===== config.mk =====
export PLATFORM = sky130hd
export DESIGN_NAME = dxt_block_decoder
export DESIGN_NICKNAME = d
export VERILOG_FILES = /design/src/rtl/core/dxt_pkg.sv /design/src/rtl/core/dxt_block_decoder.sv /design/src/rtl/core/dxt_endpoints.sv /design/src/rtl/core/dxt_palette.sv /design/src/rtl/core/dxt_row_emit.sv
export VERILOG_INCLUDE_DIRS = /design/src /design/src/rtl/core
export SDC_FILE = /design/constraint.sdc
export NUM_CORES = 2
export LEC_CHECK = 0
export BUFFER_PORTS_ARGS = -buffer_cell sky130_fd_sc_hd__buf_2
export CAP_MARGIN = 20
export CORE_MARGIN = 1
export CORE_UTILIZATION = 50
export DETAILED_ROUTE_END_ITERATION = 10
export HOLD_SLACK_MARGIN = 0.02
export PLACE_DENSITY = 0.7
export REMOVE_ABC_BUFFERS = 1
export SYNTH_ARGS = -nofsm -noshare
export SYNTH_HDL_FRONTEND = slang
export SYNTH_SLANG_ARGS = --single-unit

===== constraint.sdc =====
create_clock -name clk -period 7.1 [get_ports clk]
set_input_delay 1.065 -clock clk [delete_from_list [all_inputs] [get_ports clk]]
set_output_delay 1.065 -clock clk [all_outputs]
set_load 0.02 [all_outputs]

===== src/rtl/core/assert_macros.svh =====
// Assertion helpers for the RTL.
`ifndef ASSERT_MACROS_SVH
`define ASSERT_MACROS_SVH

// Implication checked on every rising clock edge outside reset.
`define ASSERT_IMPLY(label, clk, rst_n, a, c, msg) \
    label: assert property (@(posedge clk) disable iff (!rst_n) (a) |-> (c)) \
        else $error(msg);

// Next-cycle implication.
`define ASSERT_NEXT(label, clk, rst_n, a, c, msg) \
    label: assert property (@(posedge clk) disable iff (!rst_n) (a) |=> (c)) \
        else $error(msg);

`endif


===== src/rtl/core/dxt_pkg.sv =====
package dxt_pkg;

    localparam logic [1:0] MODE_DXT1 = 2'd0;
    localparam logic [1:0] MODE_DXT3 = 2'd1;

    typedef struct packed {
        logic [7:0] r;
        logic [7:0] g;
        logic [7:0] b;
    } rgb_t;

    // Block after stage 1: expanded color endpoints, mode flags, alpha half and color indices.
    typedef struct packed {
        rgb_t        e0;
        rgb_t        e1;
        logic        four_color;
        logic        dxt3;
        logic        dxt5;
        logic [63:0] alpha_half;
        logic [31:0] cbits;
    } blk_s1_t;

    // Block after stage 2: full palettes.
    typedef struct packed {
        logic [3:0][23:0] pal;
        logic [3:0]       pal_opaque;
        logic [7:0][7:0]  apal;
        logic             dxt3;
        logic             dxt5;
        logic [63:0]      alpha_half;
        logic [31:0]      cbits;
    } blk_s2_t;

    // v*255/31 truncated = 8v + 7v/31
    function automatic logic [7:0] expand5(input logic [4:0] v);
        logic [7:0]  y;
        logic [15:0] p;
        y = 8'(v) * 8'd7;
        p = 16'(y) * 16'd265;
        return {v, 3'b000} + 8'(p[15:13]);
    endfunction

    // v*255/63 truncated = 4v + v/21
    function automatic logic [7:0] expand6(input logic [5:0] v);
        logic [1:0] q;
        q = (v >= 6'd63) ? 2'd3 : (v >= 6'd42) ? 2'd2 : (v >= 6'd21) ? 2'd1 : 2'd0;
        return {v, 2'b00} + 8'(q);
    endfunction

    // x/3 for x < 766 via reciprocal multiply.
    function automatic logic [7:0] div3(input logic [9:0] x);
        logic [21:0] p;
        p = 22'(x) * 22'd683;
        return p[18:11];
    endfunction

    // x/7 for x < 1786.
    function automatic logic [7:0] div7(input logic [10:0] x);
        logic [24:0] p;
        p = 25'(x) * 25'd2341;
        return p[21:14];
    endfunction

    // x/5 for x < 1276.
    function automatic logic [7:0] div5(input logic [10:0] x);
        logic [24:0] p;
        p = 25'(x) * 25'd3277;
        return p[21:14];
    endfunction

endpackage


===== src/rtl/core/dxt_block_decoder.sv =====
// A block beat passes the endpoint, palette and row registers before row 0 goes out; rows
// follow one per cycle unless stalled. The single row emitter takes the next block after row 3.
// Three registered stages: endpoint expand, palette build, row select.
// rst_n asynchronously clears valids, row counter and format_mode (DXT1).
`include "assert_macros.svh"
module dxt_block_decoder
(
    input  logic         clk,
    input  logic         rst_n,
    input  logic         cfg_valid,
    output logic         cfg_ready,
    input  logic [1:0]   cfg_data,        // format_mode
    input  logic         s_axis_tvalid,
    output logic         s_axis_tready,
    input  logic [127:0] s_axis_tdata,    // alpha_half[63:0], color_half[127:64]
    output logic         m_axis_tvalid,
    input  logic         m_axis_tready,
    output logic [135:0] m_axis_tdata,    // row_index[1:0], texel0..3 [33:2]..[129:98], pad
    output logic         m_axis_tlast     // last_row
);
    import dxt_pkg::*;

    logic       [1:0] mode_reg;
    logic             v1;
    logic             r1;
    logic             v2;
    logic             r2;
    blk_s1_t          b1;
    blk_s2_t          b2;
    logic       [1:0] row;
    logic [3:0][31:0] texels;

    assign cfg_ready = 1'b1;

    always_ff @(posedge clk or negedge rst_n)
    begin
        if (!rst_n)
        begin
            mode_reg <= MODE_DXT1;
        end
        else if (cfg_valid)
        begin
            mode_reg <= cfg_data;
        end
    end

    dxt_endpoints u_ep
    (
        .clk        (clk),
        .rst_n      (rst_n),
        .in_valid   (s_axis_tvalid),
        .in_ready   (s_axis_tready),
        .mode       (mode_reg),
        .alpha_half (s_axis_tdata[63:0]),
        .color_half (s_axis_tdata[127:64]),
        .out_valid  (v1),
        .out_ready  (r1),
        .out_blk    (b1)
    );

    dxt_palette u_pal
    (
        .clk       (clk),
        .rst_n     (rst_n),
        .in_valid  (v1),
        .in_ready  (r1),
        .in_blk    (b1),
        .out_valid (v2),
        .out_ready (r2),
        .out_blk   (b2)
    );

    dxt_row_emit u_row
    (
        .clk       (clk),
        .rst_n     (rst_n),
        .in_valid  (v2),
        .in_ready  (r2),
        .in_blk    (b2),
        .out_valid (m_axis_tvalid),
        .out_ready (m_axis_tready),
        .row       (row),
        .texels    (texels),
        .last      (m_axis_tlast)
    );

    assign m_axis_tdata = {6'd0, texels[3], texels[2], texels[1], texels[0], row};

    `ASSERT_IMPLY(a_last_row, clk, rst_n, m_axis_tvalid,
        m_axis_tlast == (m_axis_tdata[1:0] == 2'd3), "tlast does not match row 3")
    `ASSERT_NEXT(a_row_step, clk, rst_n, m_axis_tvalid && m_axis_tready,
        !m_axis_tvalid || m_axis_tdata[1:0] == $past(m_axis_tdata[1:0]) + 2'd1,
        "row sequence broken")
    `ASSERT_NEXT(a_stall_hold, clk, rst_n, m_axis_tvalid && !m_axis_tready,
        m_axis_tvalid && $stable(m_axis_tdata), "stalled beat changed")
endmodule


===== src/rtl/core/dxt_endpoints.sv =====
module dxt_endpoints
(
    input  logic                 clk,
    input  logic                 rst_n,
    input  logic                 in_valid,
    output logic                 in_ready,
    input  logic [1:0]           mode,
    input  logic [63:0]          alpha_half,
    input  logic [63:0]          color_half,
    output logic                 out_valid,
    input  logic                 out_ready,
    output dxt_pkg::blk_s1_t     out_blk
);
    import dxt_pkg::*;

    logic     valid_reg;
    blk_s1_t  blk_reg;
    blk_s1_t  blk_next;
    logic     dxt5;

    assign in_ready  = !valid_reg || out_ready;
    assign out_valid = valid_reg;
    assign out_blk   = blk_reg;
    assign dxt5      = mode[1];

    always_comb
    begin
        blk_next.e0.r       = expand5(color_half[15:11]);
        blk_next.e0.g       = expand6(color_half[10:5]);
        blk_next.e0.b       = expand5(color_half[4:0]);
        blk_next.e1.r       = expand5(color_half[31:27]);
        blk_next.e1.g       = expand6(color_half[26:21]);
        blk_next.e1.b       = expand5(color_half[20:16]);
        blk_next.dxt5       = dxt5;
        blk_next.dxt3       = !dxt5 && (mode == MODE_DXT3);
        blk_next.four_color = (mode != MODE_DXT1) || (color_half[15:0] > color_half[31:16]);
        blk_next.alpha_half = alpha_half;
        blk_next.cbits      = color_half[63:32];
    end

    always_ff @(posedge clk or negedge rst_n)
    begin
        if (!rst_n)
        begin
            valid_reg <= 1'b0;
        end
        else if (in_ready)
        begin
            valid_reg <= in_valid;
        end
    end

    always_ff @(posedge clk)
    begin
        if (in_ready && in_valid)
        begin
            blk_reg <= blk_next;
        end
    end
endmodule


===== src/rtl/core/dxt_palette.sv =====
module dxt_palette
(
    input  logic                 clk,
    input  logic                 rst_n,
    input  logic                 in_valid,
    output logic                 in_ready,
    input  dxt_pkg::blk_s1_t     in_blk,
    output logic                 out_valid,
    input  logic                 out_ready,
    output dxt_pkg::blk_s2_t     out_blk
);
    import dxt_pkg::*;

    logic     valid_reg;
    blk_s2_t  blk_reg;
    blk_s2_t  blk_next;
    logic [7:0] a0;
    logic [7:0] a1;

    assign in_ready  = !valid_reg || out_ready;
    assign out_valid = valid_reg;
    assign out_blk   = blk_reg;
    assign a0        = in_blk.alpha_half[7:0];
    assign a1        = in_blk.alpha_half[15:8];

    always_comb
    begin
        blk_next.pal[0]     = in_blk.e0;
        blk_next.pal[1]     = in_blk.e1;
        blk_next.pal_opaque = 4'b1111;
        if (in_blk.four_color)
        begin
            blk_next.pal[2] = {div3({1'b0, in_blk.e0.r, 1'b0} + 10'(in_blk.e1.r)),
                               div3({1'b0, in_blk.e0.g, 1'b0} + 10'(in_blk.e1.g)),
                               div3({1'b0, in_blk.e0.b, 1'b0} + 10'(in_blk.e1.b))};
            blk_next.pal[3] = {div3(10'(in_blk.e0.r) + {1'b0, in_blk.e1.r, 1'b0}),
                               div3(10'(in_blk.e0.g) + {1'b0, in_blk.e1.g, 1'b0}),
                               div3(10'(in_blk.e0.b) + {1'b0, in_blk.e1.b, 1'b0})};
        end
        else
        begin
            blk_next.pal[2] = {8'((9'(in_blk.e0.r) + 9'(in_blk.e1.r)) >> 1),
                               8'((9'(in_blk.e0.g) + 9'(in_blk.e1.g)) >> 1),
                               8'((9'(in_blk.e0.b) + 9'(in_blk.e1.b)) >> 1)};
            blk_next.pal[3]        = 24'd0;
            blk_next.pal_opaque[3] = 1'b0;
        end
        blk_next.apal[0] = a0;
        blk_next.apal[1] = a1;
        if (a0 > a1)
        begin
            for (int k = 1; k <= 6; k++)
            begin
                blk_next.apal[k + 1] = div7(11'(a0) * 11'(7 - k) + 11'(a1) * 11'(k));
            end
        end
        else
        begin
            for (int k = 1; k <= 4; k++)
            begin
                blk_next.apal[k + 1] = div5(11'(a0) * 11'(5 - k) + 11'(a1) * 11'(k));
            end
            blk_next.apal[6] = 8'd0;
            blk_next.apal[7] = 8'd255;
        end
        blk_next.dxt3       = in_blk.dxt3;
        blk_next.dxt5       = in_blk.dxt5;
        blk_next.alpha_half = in_blk.alpha_half;
        blk_next.cbits      = in_blk.cbits;
    end

    always_ff @(posedge clk or negedge rst_n)
    begin
        if (!rst_n)
        begin
            valid_reg <= 1'b0;
        end
        else if (in_ready)
        begin
            valid_reg <= in_valid;
        end
    end

    always_ff @(posedge clk)
    begin
        if (in_ready && in_valid)
        begin
            blk_reg <= blk_next;
        end
    end
endmodule


===== src/rtl/core/dxt_row_emit.sv =====
module dxt_row_emit
(
    input  logic                 clk,
    input  logic                 rst_n,
    input  logic                 in_valid,
    output logic                 in_ready,
    input  dxt_pkg::blk_s2_t     in_blk,
    output logic                 out_valid,
    input  logic                 out_ready,
    output logic [1:0]           row,
    output logic [3:0][31:0]     texels,
    output logic                 last
);
    import dxt_pkg::*;

    logic [1:0]       row_reg;
    logic             valid_reg;
    logic [1:0]       orow_reg;
    logic [3:0][31:0] tex_reg;
    logic [3:0][31:0] tex_next;
    logic             load;
    logic             fire;

    // one row per beat; block is released after row 3
    assign load      = !valid_reg || out_ready;
    assign fire      = load && in_valid;
    assign in_ready  = load && (row_reg == 2'd3);
    assign out_valid = valid_reg;
    assign row       = orow_reg;
    assign texels    = tex_reg;
    assign last      = (orow_reg == 2'd3);

    always_comb
    begin
        for (int x = 0; x < 4; x++)
        begin
            logic [1:0] ci;
            logic [2:0] ai;
            logic [3:0] a4;
            ci = in_blk.cbits[8 * row_reg + 2 * x +: 2];
            ai = in_blk.alpha_half[16 + 12 * row_reg + 3 * x +: 3];
            a4 = in_blk.alpha_half[16 * row_reg + 4 * x +: 4];
            tex_next[x][23:0]  = {in_blk.pal[ci][7:0], in_blk.pal[ci][15:8],
                                  in_blk.pal[ci][23:16]};
            tex_next[x][31:24] = in_blk.pal_opaque[ci] ? 8'd255 : 8'd0;
            if (in_blk.dxt3)
            begin
                tex_next[x][31:24] = {a4, a4};
            end
            else if (in_blk.dxt5)
            begin
                tex_next[x][31:24] = in_blk.apal[ai];
            end
        end
    end

    always_ff @(posedge clk or negedge rst_n)
    begin
        if (!rst_n)
        begin
            row_reg   <= 2'd0;
            valid_reg <= 1'b0;
        end
        else if (load)
        begin
            valid_reg <= in_valid;
            if (in_valid)
            begin
                row_reg <= row_reg + 2'd1;
            end
        end
    end

    always_ff @(posedge clk)
    begin
        if (fire)
        begin
            orow_reg <= row_reg;
            tex_reg  <= tex_next;
        end
    end
endmodule


==> flow_summary.rst <==
.. list-table::
   :header-rows: 1

   * - Metric
     - Value
   * - Overall via count from detail_route
     - slightly above 40000
   * - Source-to-sink clock delay at the later pin of the worst-skew pair
     - ~710 ps
   * - Relative slew slack
     - 0.263
   * - Post-route antenna net violation count
     - 0
   * - Clock tree from TritonCTS
     - yes
   * - Design area
     - ~67000 um2
   * - Worst stage delay on the critical path
     - around 570 ps
   * - Area used by multi-input combinational logic
     - roughly 41000 um2
   * - Violations in the final reports
     - negative setup slack
   * - Share of layout cells above drive strength 1
     - 0.195
   * - TritonCTS Buffers
     - 58
   * - Pre-CTS WS
     - -318 ps
   * - First-pass GRT wire length
     - 226 mm
   * - Startpoint class of the critical path
     - flip-flop
   * - Total of warnings raised by yosys
     - 0
   * - Final critical-path share of the clock period
     - 1.04
   * - Crit-path max FO
     - 3
   * - Number of hold-repair buffers added at the cts stage
     - 0
   * - DRC viols
     - 0
   * - Leading cell types in the layout, fill and taps excluded
     - 1235 x ha_1, 758 x inv_1, 520 x edfxtp_1, 386 x fa_1, 291 x buf_4
   * - Pin count of the biggest net entering global routing
     - 100
   * - Final Worst Setup Slack
     - -249 ps
   * - Clock slew seen by the registers of the worst setup and hold paths
     - approximately 60 ps
   * - Die footprint
     - 118000 um2
   * - Drt first-iter violations
     - between 2000 and 3000
   * - Post-detailed-route via-to-cell ratio
     - around 5.6
   * - Post-synthesis cell count
     - 5057
   * - Global router's overall resource usage
     - 0.245
   * - X dimension of the die
     - between 300 and 400 um
   * - Final-layout fill cell count
     - 9418
   * - Number of flops mapped to enable cells by yosys
     - 520
   * - Count of cell types in the netlist
     - 84
   * - Main flop type after synthesis
     - edfxtp_1
   * - DR pass1 iterations
     - 5
   * - Fraction of synthesis flops using an asynchronous set or reset pin
     - 0.0133
   * - Count of standard-cell rows
     - approximately 130
   * - Status
     - complete, but fails checks
   * - Clock Skew
     - ~57 ps
   * - Antenna violations before repair
     - 4
   * - Die outline height
     - between 300 and 400 um
   * - FF+latch area
     - about 16000 um2
   * - Post-layout min period
     - around 7300 ps
   * - Number of global-route vias before repair
     - just over 40000
   * - H-tree depth
     - 2
   * - # nets final
     - 7411
   * - Least-Margin Pin Slew
     - approximately 1100 ps
   * - I/O pin cnt
     - around 280
   * - Syn_area_per_cell
     - approximately 12 um2
   * - Max FFs per register
     - roughly 240
   * - Number of sinks handled by clock tree synthesis
     - roughly 530
   * - Most common cell after layout, fill and taps aside
     - ha_1
   * - Number of cell instances on the worst register-to-register path
     - 30
   * - Final routed wire length divided by cell count
     - 20.3 um
   * - Hold Violations, Final
     - 0
   * - Path category of the worst min-delay check
     - in2async
   * - DRT Wirelength
     - 146 mm
   * - Area of the mapped netlist
     - 58500 um2
   * - Total congestion overflow after global routing
     - 0
   * - Unrepaired setup endpoints after global routing
     - yes
   * - Max_cap viols
     - 0
   * - Detailed-placement wirelength estimate
     - 116 mm
   * - Number of setup violations in the final report
     - 2
   * - Max Root-Sink Buffers
     - 3
   * - Effective utilization at floorplan
     - 0.504
   * - Share of synthesized area occupied by flip-flops and latches
     - 0.270
   * - Signal arrival time at the worst endpoint
     - ~7700 ps
   * - Category of the worst setup path capture point
     - flip-flop
   * - Crit path required time
     - between 7000 and 8000 ps
   * - Flop and latch count out of synthesis
     - 527
   * - Core region area
     - around 120000 um2
   * - Classification of the worst setup path
     - reg2reg
   * - Max-slew violations
     - 0
   * - Utilization after layout
     - 0.578
   * - CTS root buf
     - clkbuf_16
   * - I/O Buffers
     - between 200 and 300
   * - Weighted congestion reported at the end of routability-driven placement
     - between 0.9 and 1
   * - Area after DPL
     - around 63000 um2
   * - Achievable frequency
     - about 140 MHz
   * - Slowest CP cell
     - fa_1
   * - Synth-to-Final Area Change
     - 14.6%
[Yosys cell counts, types with 11 or more instances]
cell	instances	area (um2)
ha_1	1276	16000
inv_1	770	2890
edfxtp_1	520	15600
fa_1	395	7910
a21oi_1	253	1270
xnor2_1	206	1800
nor2_1	204	766
nand2_1	165	619
mux4_2	152	3420
o21ai_0	131	656
xor2_1	100	876
a21o_1	84	631
mux2i_1	69	691
nand3_1	56	280
o21bai_1	52	390
nor3_1	44	220
nand2b_1	35	219
nor2b_1	35	219
mux2_2	34	383
o21a_1	33	248
clkbuf_1	29	109
o211ai_1	28	210
a211oi_1	27	203
buf_2	27	135
or3_1	25	156
o31ai_1	21	158
o22ai_1	19	119
nand4_1	18	113
a31oi_1	17	106
and3_1	16	100
o21ai_1	16	80.1
and2_1	15	93.8
a21boi_0	13	97.6
buf_4	13	97.6
mux2_1	12	135
a31o_2	11	96.3
buf_1	11	41.3
[worst max-delay path: cells and delay by family, from the launching register on]
kind	cells	cell delay [ps]
compound gates	10	1970
xor+xnor	1	150
fa+ha+maj	8	3100
buf+inv	7	680
flops	1	440
mux	1	80
simple gates	3	600
[cell type report]
type / count / share of cell area
Timing Repair Buffer: 572 / 0.0553
Clock buffer: 72 / 0.0226
Antenna cell: 5 / 0.000187
Sequential cell: 527 / 0.236
Inverter: 771 / 0.0433
Tap cell: 1524 / 0.0285
Multi-Input combinational cell: 3675 / 0.607
Clock inverter: 37 / 0.00736
[path summary, 6_finish.rpt]
check / startpoint / endpoint / slack [ps]
worst min register to register: u_ep.out_blk[2]$_DFFE_PP_ / u_pal.out_blk[2]$_DFFE_PP_ / 410
worst max-delay path: u_ep.out_blk[41]$_DFFE_PP_ / u_pal.out_blk[136]$_DFFE_PP_ / -250
max in group asynchronous: rst_n / mode_reg[1]$_DFFE_PN0P_ / 6600
worst max register to register: u_ep.out_blk[41]$_DFFE_PP_ / u_pal.out_blk[136]$_DFFE_PP_ / -250
min in group clk: u_ep.out_blk[2]$_DFFE_PP_ / u_pal.out_blk[2]$_DFFE_PP_ / 410
worst min-delay path: rst_n / u_pal.out_valid$_DFFE_PN0P_ / 250
[routing by layer]
metal,routed length (um),part of all wire,track usage,vias up
met5,33,0.00023,0,-
li1,-,-,-,19200
met4,5250,0.036,0.0831,4
met2,70000,0.48,0.417,1218
met1,61100,0.42,0.319,19800
met3,9080,0.062,0.0359,294
[cells by family (layout without fill, tap and decap cells)]
logic type / count (synthesis) / in the layout / synth area share
fa+ha+maj: 1671 / 1671 / 0.408
simple gates: 645 / 645 / 0.0517
xor+xnor: 307 / 307 / 0.0462
compound gates: 771 / 771 / 0.0833
flops: 527 / 527 / 0.270
other cells: 2 / 12 / 0.000128
mux: 274 / 274 / 0.0823
buf+inv: 860 / 1452 / 0.0581
[repair_timing]
item	CTS	global route
setup buffers	11	44
pin swaps	35	177
endpoints found under the setup margin	16	47
gates resized for setup	53	230
[metrics by stage]
step | hold slack [ps] | std cells | TNS (ps)
2_1_floorplan | 400 | 4973 | -431780
3_3_place_gp | 401 | 7017 | -313
3_5_place_dp | 405 | 7017 | -1720
4_1_cts | 224 | 7137 | -28.6
5_1_grt | 244 | 7178 | -2970
6_report | 253 | 7183 | -455
Power is left out: the tool's default activity adds up to more than one toggle a clock period on the data nets, which glitch-free logic cannot reach.
